File: src/rtl/matrix_multiply_engine_assert.svh
// Assertion macros used by the matrix multiply engine RTL.
// No dependencies; included by mme_back, the one module that carries assertions.
`ifndef MATRIX_MULTIPLY_ENGINE_ASSERT_SVH
`define MATRIX_MULTIPLY_ENGINE_ASSERT_SVH

// Same-cycle implication, disabled while in reset.
`define MME_ASSERT_IMP(lbl, clk, rst_n, ante, cons, msg) \
  lbl: assert property (@(posedge clk) disable iff (!rst_n) (ante) |-> (cons)) \
    else $error(msg);

// Next-cycle implication, disabled while in reset.
`define MME_ASSERT_NXT(lbl, clk, rst_n, ante, cons, msg) \
  lbl: assert property (@(posedge clk) disable iff (!rst_n) (ante) |=> (cons)) \
    else $error(msg);

`endif

File: src/rtl/mme_pkg.sv
// Shared types, sizes and helpers for the matrix multiply engine.
// No dependencies; mme_front, mme_back and the top level refer to it by scoped names.
package mme_pkg;

  localparam int MAX_DIM    = 8;
  localparam int ELEM_WIDTH = 16;

  localparam int IDX_W    = 3;   // row/column field width
  localparam int DIM_W    = 4;   // dimension register width
  localparam int CMD_W    = 2;
  localparam int CFG_IDX_W = 2;
  localparam int ELEM_W   = ELEM_WIDTH;
  localparam int PROD_W   = 2 * ELEM_W;
  localparam int SUM_W    = PROD_W + 3;
  localparam int DEPTH    = MAX_DIM * MAX_DIM;
  localparam int ADDR_W   = (DEPTH > 1) ? $clog2(DEPTH) : 1;

  localparam int IN_TDATA_W  = ((2 * IDX_W + ELEM_W + 7) / 8) * 8;
  localparam int OUT_TDATA_W = ((2 * IDX_W + SUM_W + 7) / 8) * 8;

  typedef enum logic [CMD_W-1:0] {
    OP_LOAD_A = 2'd0,
    OP_LOAD_B = 2'd1,
    OP_START  = 2'd2
  } op_e;

  typedef enum logic [CFG_IDX_W-1:0] {
    REG_ROWS_A = 2'd0,
    REG_INNER  = 2'd1,
    REG_COLS_B = 2'd2
  } reg_e;

  typedef struct packed {
    op_e                      op;
    logic [ADDR_W-1:0]        addr;
    logic signed [ELEM_W-1:0] value;
  } req_t;

  // Clamped dimensions, each at most MAX_DIM.
  typedef struct packed {
    logic [DIM_W-1:0] nr;
    logic [DIM_W-1:0] nk;
    logic [DIM_W-1:0] nc;
  } dims_t;

  function automatic logic [DIM_W-1:0] clamp_dim(input logic [DIM_W-1:0] d);
    logic [DIM_W-1:0] r;
    r = (int'(d) > MAX_DIM) ? DIM_W'(MAX_DIM) : d;
    return r;
  endfunction

endpackage

File: src/rtl/mme_ram.sv
// Generic single-write, single-read RAM with registered read data.
// No dependencies.
module mme_ram #(
  parameter int WIDTH = 16,
  parameter int DEPTH = 64
) (
  input  logic                                     clk_i,
  input  logic                                     we_i,
  input  logic [((DEPTH > 1) ? $clog2(DEPTH) : 1)-1:0] waddr_i,
  input  logic [WIDTH-1:0]                         wdata_i,
  input  logic [((DEPTH > 1) ? $clog2(DEPTH) : 1)-1:0] raddr_i,
  output logic [WIDTH-1:0]                         rdata_o
);

  logic [WIDTH-1:0] mem_q [DEPTH];

  always_ff @(posedge clk_i) begin
    if (we_i) begin
      mem_q[waddr_i] <= wdata_i;
    end
    rdata_o <= mem_q[raddr_i];
  end

endmodule

File: src/rtl/mme_front.sv
// Front end: accepts input requests, drops invalid ones, queues the rest.
// Depends on mme_pkg.
module mme_front (
  input  logic                              clk_i,
  input  logic                              rst_ni,
  input  logic                              s_axis_tvalid_i,
  output logic                              s_axis_tready_o,
  // [2:0] row_index, [5:3] col_index, [21:6] element_value
  input  logic [mme_pkg::IN_TDATA_W-1:0]    s_axis_tdata_i,
  // [1:0] command
  input  logic [mme_pkg::CMD_W-1:0]         s_axis_tuser_i,
  output logic                              req_valid_o,
  output mme_pkg::req_t                     req_o,
  input  logic                              req_pop_i
);

  localparam int QD = 2;

  logic [mme_pkg::IDX_W-1:0] row, col;
  logic                      keep;
  mme_pkg::req_t             req_in;

  mme_pkg::req_t mem_q [QD];
  logic          wr_ptr_q, wr_ptr_d, rd_ptr_q, rd_ptr_d;
  logic [1:0]    cnt_q, cnt_d;
  logic          push;

  assign row = s_axis_tdata_i[mme_pkg::IDX_W-1:0];
  assign col = s_axis_tdata_i[2*mme_pkg::IDX_W-1:mme_pkg::IDX_W];

  always_comb begin
    req_in.addr  = mme_pkg::ADDR_W'(int'(row) * mme_pkg::MAX_DIM + int'(col));
    req_in.value = s_axis_tdata_i[2*mme_pkg::IDX_W+mme_pkg::ELEM_W-1:2*mme_pkg::IDX_W];
    req_in.op    = mme_pkg::OP_START;
    keep         = 1'b0;
    unique case (s_axis_tuser_i)
      mme_pkg::OP_LOAD_A, mme_pkg::OP_LOAD_B: begin
        req_in.op = mme_pkg::op_e'(s_axis_tuser_i);
        keep = (int'(row) < mme_pkg::MAX_DIM) && (int'(col) < mme_pkg::MAX_DIM);
      end
      mme_pkg::OP_START: begin
        keep = 1'b1;
      end
      default: keep = 1'b0;  // unknown command is dropped
    endcase
  end

  assign s_axis_tready_o = (cnt_q != 2'(QD));
  assign push            = s_axis_tvalid_i && s_axis_tready_o && keep;
  assign req_valid_o     = (cnt_q != 2'd0);
  assign req_o           = mem_q[rd_ptr_q];

  always_comb begin
    wr_ptr_d = push ? ~wr_ptr_q : wr_ptr_q;
    rd_ptr_d = req_pop_i ? ~rd_ptr_q : rd_ptr_q;
    cnt_d    = cnt_q + 2'(push) - 2'(req_pop_i);
  end

  always_ff @(posedge clk_i or negedge rst_ni) begin
    if (!rst_ni) begin
      wr_ptr_q <= 1'b0;
      rd_ptr_q <= 1'b0;
      cnt_q    <= 2'd0;
    end else begin
      wr_ptr_q <= wr_ptr_d;
      rd_ptr_q <= rd_ptr_d;
      cnt_q    <= cnt_d;
    end
  end

  always_ff @(posedge clk_i) begin
    if (push) begin
      mem_q[wr_ptr_q] <= req_in;
    end
  end

endmodule

File: src/rtl/mme_back.sv
// Back end: writes element loads into the A/B RAMs and runs the multiply,
// one product element at a time. Depends on mme_pkg, mme_ram and the assert header.
`include "matrix_multiply_engine_assert.svh"

module mme_back (
  input  logic                              clk_i,
  input  logic                              rst_ni,
  input  mme_pkg::dims_t                    dims_i,
  input  logic                              req_valid_i,
  input  mme_pkg::req_t                     req_i,
  output logic                              req_pop_o,
  output logic                              m_axis_tvalid_o,
  input  logic                              m_axis_tready_i,
  // [2:0] out_row, [5:3] out_col, [40:6] sum_value
  output logic [mme_pkg::OUT_TDATA_W-1:0]   m_axis_tdata_o,
  output logic                              m_axis_tlast_o
);

  typedef enum logic [3:0] {
    ST_IDLE  = 4'b0001,
    ST_ISSUE = 4'b0010,
    ST_DRAIN = 4'b0100,
    ST_EMIT  = 4'b1000
  } state_e;

  state_e state_q, state_d;
  logic [mme_pkg::IDX_W-1:0] i_q, i_d, j_q, j_d;
  logic [mme_pkg::DIM_W-1:0] k_q, k_d;
  logic                      rd_v_q, rd_v_d, mul_v_q;
  logic signed [mme_pkg::PROD_W-1:0] prod_q;
  logic signed [mme_pkg::SUM_W-1:0]  acc_q, acc_d;

  logic                              out_valid_q, out_valid_d;
  logic [mme_pkg::IDX_W-1:0]         out_row_q, out_col_q;
  logic signed [mme_pkg::SUM_W-1:0]  out_sum_q;
  logic                              out_last_q;

  logic                              slot_free, emit_fire, is_last, row_end;
  logic                              we_a, we_b;
  logic [mme_pkg::ADDR_W-1:0]        raddr_a, raddr_b;
  logic signed [mme_pkg::ELEM_W-1:0] rdata_a, rdata_b;

  mme_ram #(.WIDTH(mme_pkg::ELEM_W), .DEPTH(mme_pkg::DEPTH)) u_ram_a (
    .clk_i   (clk_i),
    .we_i    (we_a),
    .waddr_i (req_i.addr),
    .wdata_i (req_i.value),
    .raddr_i (raddr_a),
    .rdata_o (rdata_a)
  );

  mme_ram #(.WIDTH(mme_pkg::ELEM_W), .DEPTH(mme_pkg::DEPTH)) u_ram_b (
    .clk_i   (clk_i),
    .we_i    (we_b),
    .waddr_i (req_i.addr),
    .wdata_i (req_i.value),
    .raddr_i (raddr_b),
    .rdata_o (rdata_b)
  );

  // A[i][k] and B[k][j]
  assign raddr_a = mme_pkg::ADDR_W'(int'(i_q) * mme_pkg::MAX_DIM + int'(k_q));
  assign raddr_b = mme_pkg::ADDR_W'(int'(k_q) * mme_pkg::MAX_DIM + int'(j_q));

  assign req_pop_o = (state_q == ST_IDLE) && req_valid_i;
  assign we_a = req_pop_o && (req_i.op == mme_pkg::OP_LOAD_A);
  assign we_b = req_pop_o && (req_i.op == mme_pkg::OP_LOAD_B);

  assign slot_free = !out_valid_q || m_axis_tready_i;
  assign emit_fire = (state_q == ST_EMIT) && slot_free;
  assign row_end   = (mme_pkg::DIM_W'(j_q) + 1'b1 == dims_i.nc);
  assign is_last   = row_end && (mme_pkg::DIM_W'(i_q) + 1'b1 == dims_i.nr);

  always_comb begin
    state_d = state_q;
    i_d     = i_q;
    j_d     = j_q;
    k_d     = k_q;
    rd_v_d  = 1'b0;
    acc_d   = mul_v_q ? acc_q + mme_pkg::SUM_W'(prod_q) : acc_q;
    unique case (state_q)
      ST_IDLE: begin
        if (req_pop_o && req_i.op == mme_pkg::OP_START &&
            dims_i.nr != '0 && dims_i.nc != '0) begin
          i_d     = '0;
          j_d     = '0;
          k_d     = '0;
          acc_d   = '0;
          state_d = (dims_i.nk == '0) ? ST_DRAIN : ST_ISSUE;
        end
      end
      ST_ISSUE: begin
        rd_v_d = 1'b1;
        k_d    = k_q + 1'b1;
        if (k_q + 1'b1 == dims_i.nk) begin
          state_d = ST_DRAIN;
        end
      end
      ST_DRAIN: begin
        if (!rd_v_q && !mul_v_q) begin
          state_d = ST_EMIT;
        end
      end
      ST_EMIT: begin
        if (emit_fire) begin
          acc_d = '0;
          k_d   = '0;
          if (is_last) begin
            state_d = ST_IDLE;
          end else begin
            if (row_end) begin
              j_d = '0;
              i_d = i_q + 1'b1;
            end else begin
              j_d = j_q + 1'b1;
            end
            state_d = (dims_i.nk == '0) ? ST_DRAIN : ST_ISSUE;
          end
        end
      end
      default: state_d = ST_IDLE;
    endcase
  end

  always_comb begin
    out_valid_d = out_valid_q;
    if (emit_fire) begin
      out_valid_d = 1'b1;
    end else if (m_axis_tready_i) begin
      out_valid_d = 1'b0;
    end
  end

  always_ff @(posedge clk_i or negedge rst_ni) begin
    if (!rst_ni) begin
      state_q     <= ST_IDLE;
      rd_v_q      <= 1'b0;
      mul_v_q     <= 1'b0;
      out_valid_q <= 1'b0;
    end else begin
      state_q     <= state_d;
      rd_v_q      <= rd_v_d;
      mul_v_q     <= rd_v_q;
      out_valid_q <= out_valid_d;
    end
  end

  always_ff @(posedge clk_i) begin
    i_q   <= i_d;
    j_q   <= j_d;
    k_q   <= k_d;
    acc_q <= acc_d;
    if (rd_v_q) begin
      prod_q <= rdata_a * rdata_b;
    end
    if (emit_fire) begin
      out_row_q  <= i_q;
      out_col_q  <= j_q;
      out_sum_q  <= acc_q;
      out_last_q <= is_last;
    end
  end

  assign m_axis_tvalid_o = out_valid_q;
  assign m_axis_tlast_o  = out_last_q;
  assign m_axis_tdata_o  = mme_pkg::OUT_TDATA_W'({out_sum_q, out_col_q, out_row_q});

  `MME_ASSERT_IMP(a_issue_k, clk_i, rst_ni, state_q == ST_ISSUE, k_q < dims_i.nk, "read past inner size")
  `MME_ASSERT_IMP(a_mul_src, clk_i, rst_ni, mul_v_q, $past(rd_v_q), "product without read")
  `MME_ASSERT_IMP(a_emit_clean, clk_i, rst_ni, state_q == ST_EMIT, !rd_v_q && !mul_v_q, "emit with sum in flight")
  `MME_ASSERT_IMP(a_pop_idle, clk_i, rst_ni, req_pop_o, state_q == ST_IDLE, "request taken while busy")
  `MME_ASSERT_NXT(a_last_idle, clk_i, rst_ni, emit_fire && is_last, state_q == ST_IDLE && out_last_q, "last element not closing run")

endmodule

File: src/rtl/matrix_multiply_engine.sv
// Matrix multiply engine top level; depends on mme_pkg, mme_front and mme_back.
// Loads are taken one per cycle while the back end is idle. A start computes the nr*nc
// result elements in order, each by a serial read/multiply/accumulate loop over nk
// terms, and the back end takes no new request until the last result is emitted.
// A two-entry request queue lets input flow on while results wait to be taken.
// Async active-low reset clears control state and sets every dimension to 8.
module matrix_multiply_engine (
  input  logic                              clk_i,
  input  logic                              rst_ni,
  input  logic                              cfg_valid_i,
  output logic                              cfg_ready_o,
  input  logic [mme_pkg::CFG_IDX_W-1:0]     cfg_addr_i,
  input  logic [mme_pkg::DIM_W-1:0]         cfg_data_i,
  input  logic                              s_axis_tvalid_i,
  output logic                              s_axis_tready_o,
  // [2:0] row_index, [5:3] col_index, [21:6] element_value
  input  logic [mme_pkg::IN_TDATA_W-1:0]    s_axis_tdata_i,
  // [1:0] command
  input  logic [mme_pkg::CMD_W-1:0]         s_axis_tuser_i,
  output logic                              m_axis_tvalid_o,
  input  logic                              m_axis_tready_i,
  // [2:0] out_row, [5:3] out_col, [40:6] sum_value
  output logic [mme_pkg::OUT_TDATA_W-1:0]   m_axis_tdata_o,
  output logic                              m_axis_tlast_o
);

  mme_pkg::dims_t dims_q, dims_d;
  mme_pkg::req_t  req;
  logic           req_valid, req_pop;
  logic           cfg_we;

  assign cfg_ready_o = 1'b1;
  assign cfg_we      = cfg_valid_i && cfg_ready_o;

  // Dimensions are stored already clamped to MAX_DIM.
  always_comb begin
    dims_d = dims_q;
    if (cfg_we) begin
      unique case (cfg_addr_i)
        mme_pkg::REG_ROWS_A: dims_d.nr = mme_pkg::clamp_dim(cfg_data_i);
        mme_pkg::REG_INNER:  dims_d.nk = mme_pkg::clamp_dim(cfg_data_i);
        mme_pkg::REG_COLS_B: dims_d.nc = mme_pkg::clamp_dim(cfg_data_i);
        default: dims_d = dims_q;
      endcase
    end
  end

  always_ff @(posedge clk_i or negedge rst_ni) begin
    if (!rst_ni) begin
      dims_q.nr <= mme_pkg::clamp_dim(mme_pkg::DIM_W'(8));
      dims_q.nk <= mme_pkg::clamp_dim(mme_pkg::DIM_W'(8));
      dims_q.nc <= mme_pkg::clamp_dim(mme_pkg::DIM_W'(8));
    end else begin
      dims_q <= dims_d;
    end
  end

  mme_front u_front (
    .clk_i           (clk_i),
    .rst_ni          (rst_ni),
    .s_axis_tvalid_i (s_axis_tvalid_i),
    .s_axis_tready_o (s_axis_tready_o),
    .s_axis_tdata_i  (s_axis_tdata_i),
    .s_axis_tuser_i  (s_axis_tuser_i),
    .req_valid_o     (req_valid),
    .req_o           (req),
    .req_pop_i       (req_pop)
  );

  mme_back u_back (
    .clk_i           (clk_i),
    .rst_ni          (rst_ni),
    .dims_i          (dims_q),
    .req_valid_i     (req_valid),
    .req_i           (req),
    .req_pop_o       (req_pop),
    .m_axis_tvalid_o (m_axis_tvalid_o),
    .m_axis_tready_i (m_axis_tready_i),
    .m_axis_tdata_o  (m_axis_tdata_o),
    .m_axis_tlast_o  (m_axis_tlast_o)
  );

endmodule
File: config.mk
export PLATFORM = sky130hd
export DESIGN_NAME = matrix_multiply_engine
export DESIGN_NICKNAME = d
export VERILOG_FILES = /design/src/rtl/mme_pkg.sv /design/src/rtl/mme_ram.sv /design/src/rtl/mme_front.sv /design/src/rtl/mme_back.sv /design/src/rtl/matrix_multiply_engine.sv
export VERILOG_INCLUDE_DIRS = /design/src /design/src/rtl
export SDC_FILE = /design/constraint.sdc
export NUM_CORES = 2
export LEC_CHECK = 0
export BUFFER_PORTS_ARGS = -buffer_cell sky130_fd_sc_hd__buf_4
export CAP_MARGIN = 20
export CORE_ASPECT_RATIO = 0.75
export CORE_MARGIN = 5
export CORE_UTILIZATION = 40
export DETAILED_ROUTE_END_ITERATION = 16
export PLACE_DENSITY = 0.63
export SLEW_MARGIN = 20
export SYNTH_ARGS = -nofsm -noshare
export SYNTH_HDL_FRONTEND = slang
export SYNTH_HIERARCHICAL = 1
export SYNTH_SLANG_ARGS = --single-unit
File: constraint.sdc
create_clock -name clk_i -period 8.4 [get_ports clk_i]
set_input_delay 1.68 -clock clk_i [delete_from_list [all_inputs] [get_ports clk_i]]
set_output_delay 1.68 -clock clk_i [all_outputs]
set_load 0.005 [all_outputs]
==> reports/results.ini <==
[critical_path]
worst_setup_path_end_kind=flop
critPathLaunchType=flop
crit_arrival_ns=7.52
crit_required_ns=8.96
path_class=flop to flop
critPathMaxFanout=16

[layout]
area_growth_pct=11.2
final_cell_mix=2,180 x edfxtp_1, 440 x mux4_2, 330 x inv_1
final_cell_count_no_fill=9081
seq_area_um2=67400
fin_nets=6054
n_fill_cell=21200
drive_gt1_share_pct=19.6
finish.utilization_pct=44.6
final_common_cell=edfxtp_1
multi_input_area_um2=28500

[global_route]
first_global_vias=50000
grt_antenna_before_repair=12
grt_first_pass_wirelength_mm=341
track_usage_pct=17.8
grt_max_degree=127
overflow=0

[floorplan]
row_count=158
initial_core_util_pct=40.1
io_pins=89
die-area_um2=257000
die_w_um=584
design.core.area_um2=246000
die_y_um=440

[clocking]
htreeDepth=4
ctsResizeCount=0
clkSinkCount=2270
path_clk_slew_ns=0.07
post-cts-setup-buffers=0
numCtsBuffers=209
cts_max_path_buffers=4
insertion_delay_ns=0.87
cts_hold_buffers=0
ctsRootBufferMaster=clkbuf_16
tritoncts=built

[drt]
wl_mm=232
post_drt_wl_per_cell_um=25.5
dr_total_vias=49900
via_per_inst=5.50
drcViolationCount=0
dr.pass1.iters=5
dr.first_iter.drc_count=4986
drtAntennaViolNets=0

[yosys]
yosysWarnings=6
netlist_instances=5422
synth-seq-cells=2270
synth_top_area_share_pct=66.3
synth_edf_count=2180
syn_avg_cell_area_um2=18.2
synth_largest_area_cell=edfxtp_1
synthArstFlopShare_pct=1.01
ys_seq_area_share_pct=68.3
ys.flop_type=edfxtp_1
synthTopCellsByArea=edfxtp_1 66%, mux4_2 10%, fa_1 5.3%
synth_area_um2=98700
yosysUniqueCellTypes=92

[place]
dp_hpwl_mm=143
dp_cells=8700
numPortBuffers=78
gp_congestion=0.841

[min_path]
worstHoldPathType=flop to flop

[sta]
finalClockSkew_ns=0.0869
tns_ns=0
finalMaxSlewViolations=0
worst_slew_pin_slew_ns=1.17
fmax_mhz=144
rsz0062_at_grt=false
final.period_utilization_pct=82.9
final_hold_viol_count=0
max_slew_margin_pct=22.2
setup_viol=0
min_period_ns=6.96

[outcome]
status=finished, final reports clean

[run]
cap_violations=0

==> worst max-delay path: stages (launching register included) <==
cell and delay [ns]:
dfxtp_1 0.77, nand2_1 0.25, fa_1 0.58, inv_1 0.13
fa_1 0.75, fa_1 0.50, fa_1 0.52, fa_1 0.50
inv_1 0.05, fa_1 0.47, inv_1 0.04, ha_1 0.36
inv_1 0.10, nor3_1 0.24, inv_1 0.09, a2111oi_0 0.57
a311oi_1 0.17, o21a_1 0.27, o21bai_1 0.14, a21oi_1 0.09
xnor2_1 0.13
==> synthesized netlist by cell type, types with 26 or more instances <==
| library cell | count |
|---|---|
| dfxtp_1 | 67 |
| xor2_1 | 26 |
| xnor2_1 | 54 |
| a22oi_1 | 78 |
| nand4_1 | 31 |
| mux2i_1 | 186 |
| clkbuf_1 | 88 |
| mux2_4 | 27 |
| mux2_2 | 63 |
| buf_6 | 35 |
| a211oi_1 | 28 |
| buf_4 | 34 |
| mux4_2 | 440 |
| buf_2 | 72 |
| inv_1 | 330 |
| fa_1 | 263 |
| o21ai_0 | 32 |
| nand2_1 | 284 |
| a31oi_1 | 26 |
| a221oi_1 | 33 |
| nand3_1 | 63 |
| edfxtp_1 | 2180 |
| nor2b_1 | 73 |
| a21oi_1 | 91 |
| and2_1 | 121 |
| ha_1 | 122 |
| nor2_1 | 230 |
==> sequential cells by signal (all words and copies together), names as in the netlist, 2 cells and up <==
signal                  flops
u_back/acc_q               35
u_back/state_q              4
u_back/u_ram_a/rdata_o     16
u_back/out_sum_q           35
u_front/cnt_q               2
u_back/out_row_q            3
u_back/out_col_q            3
u_back/u_ram_a/mem_q     1024
u_back/prod_q              32
u_back/j_q                  3
u_back/k_q                  4
u_back/u_ram_b/rdata_o     16
dims_q                     12
u_back/u_ram_b/mem_q     1024
u_front/mem_q              48
u_back/i_q                  3
==> metrics by stage <==
| stage | hold WS [ns] | worst slack, ns | instance area [µm²] |
|---|---|---|---|
| after floorplan | 0.425 | 2.34 | 98700 |
| after global placement | 0.451 | 1.42 | 103000 |
| after detailed placement | 0.446 | 1.40 | 103000 |
| after CTS | 0.465 | 1.40 | 110000 |
| after global routing | 0.475 | 1.05 | 110000 |
| final | 0.459 | 1.44 | 110000 |
==> layer usage <==
metal  track usage (%)  up-vias  wire, µm  share of wire [%]
li1                  -    21400         -                  -
met1              27.2    26500    105000                 45
met2              26.2     1751    103000                 44
met3              3.95      279     19100                8.3
met4              3.79        4      4570                2.0
met5                 0        -        26              0.011
==> worst paths after layout <==
kind,start,to,slack [ns],cells past startpoint
worst max-delay path,u_back/u_ram_b/rdata_o[2],u_back/prod_q[29],1.44,20
worst min-delay path,u_back/acc_q[34],u_back/out_sum_q[34],0.46,0
worst max register to register,u_back/u_ram_b/rdata_o[2],u_back/prod_q[29],1.44,20
worst min register to register,u_back/acc_q[34],u_back/out_sum_q[34],0.46,0
max in group asynchronous,rst_ni,u_back/mul_v_q,7.20,1
min in group asynchronous,rst_ni,u_front/cnt_q[1],0.79,1
==> final cells by class <==
type,instances,area share [%]
clock inverter,114,0.889
sequential,2270,61.4
timing repair buffer,254,1.86
clock buffer,260,5.02
inverter,331,1.13
tap,3280,3.74
multi-input combinational,2566,26.0
antenna,6,0.0137
==> kinds of logic after synthesis <==
kind of cell               after synthesis  share of synthesized area (%)
DFF                                   2270                           68.3
other                                    2                        0.00761
adders and majority gates              385                           6.88
AOI/OAI and AO/OA                      453                           3.33
buffers and inverters                  592                           3.02
xor gates and xnor gates                80                          0.710
muxes                                  724                           13.3
and+or+nand+nor                        916                           4.54
Power is left out: the tool's default activity adds up to more than one toggle a clock period on the data nets, which glitch-free logic cannot reach.
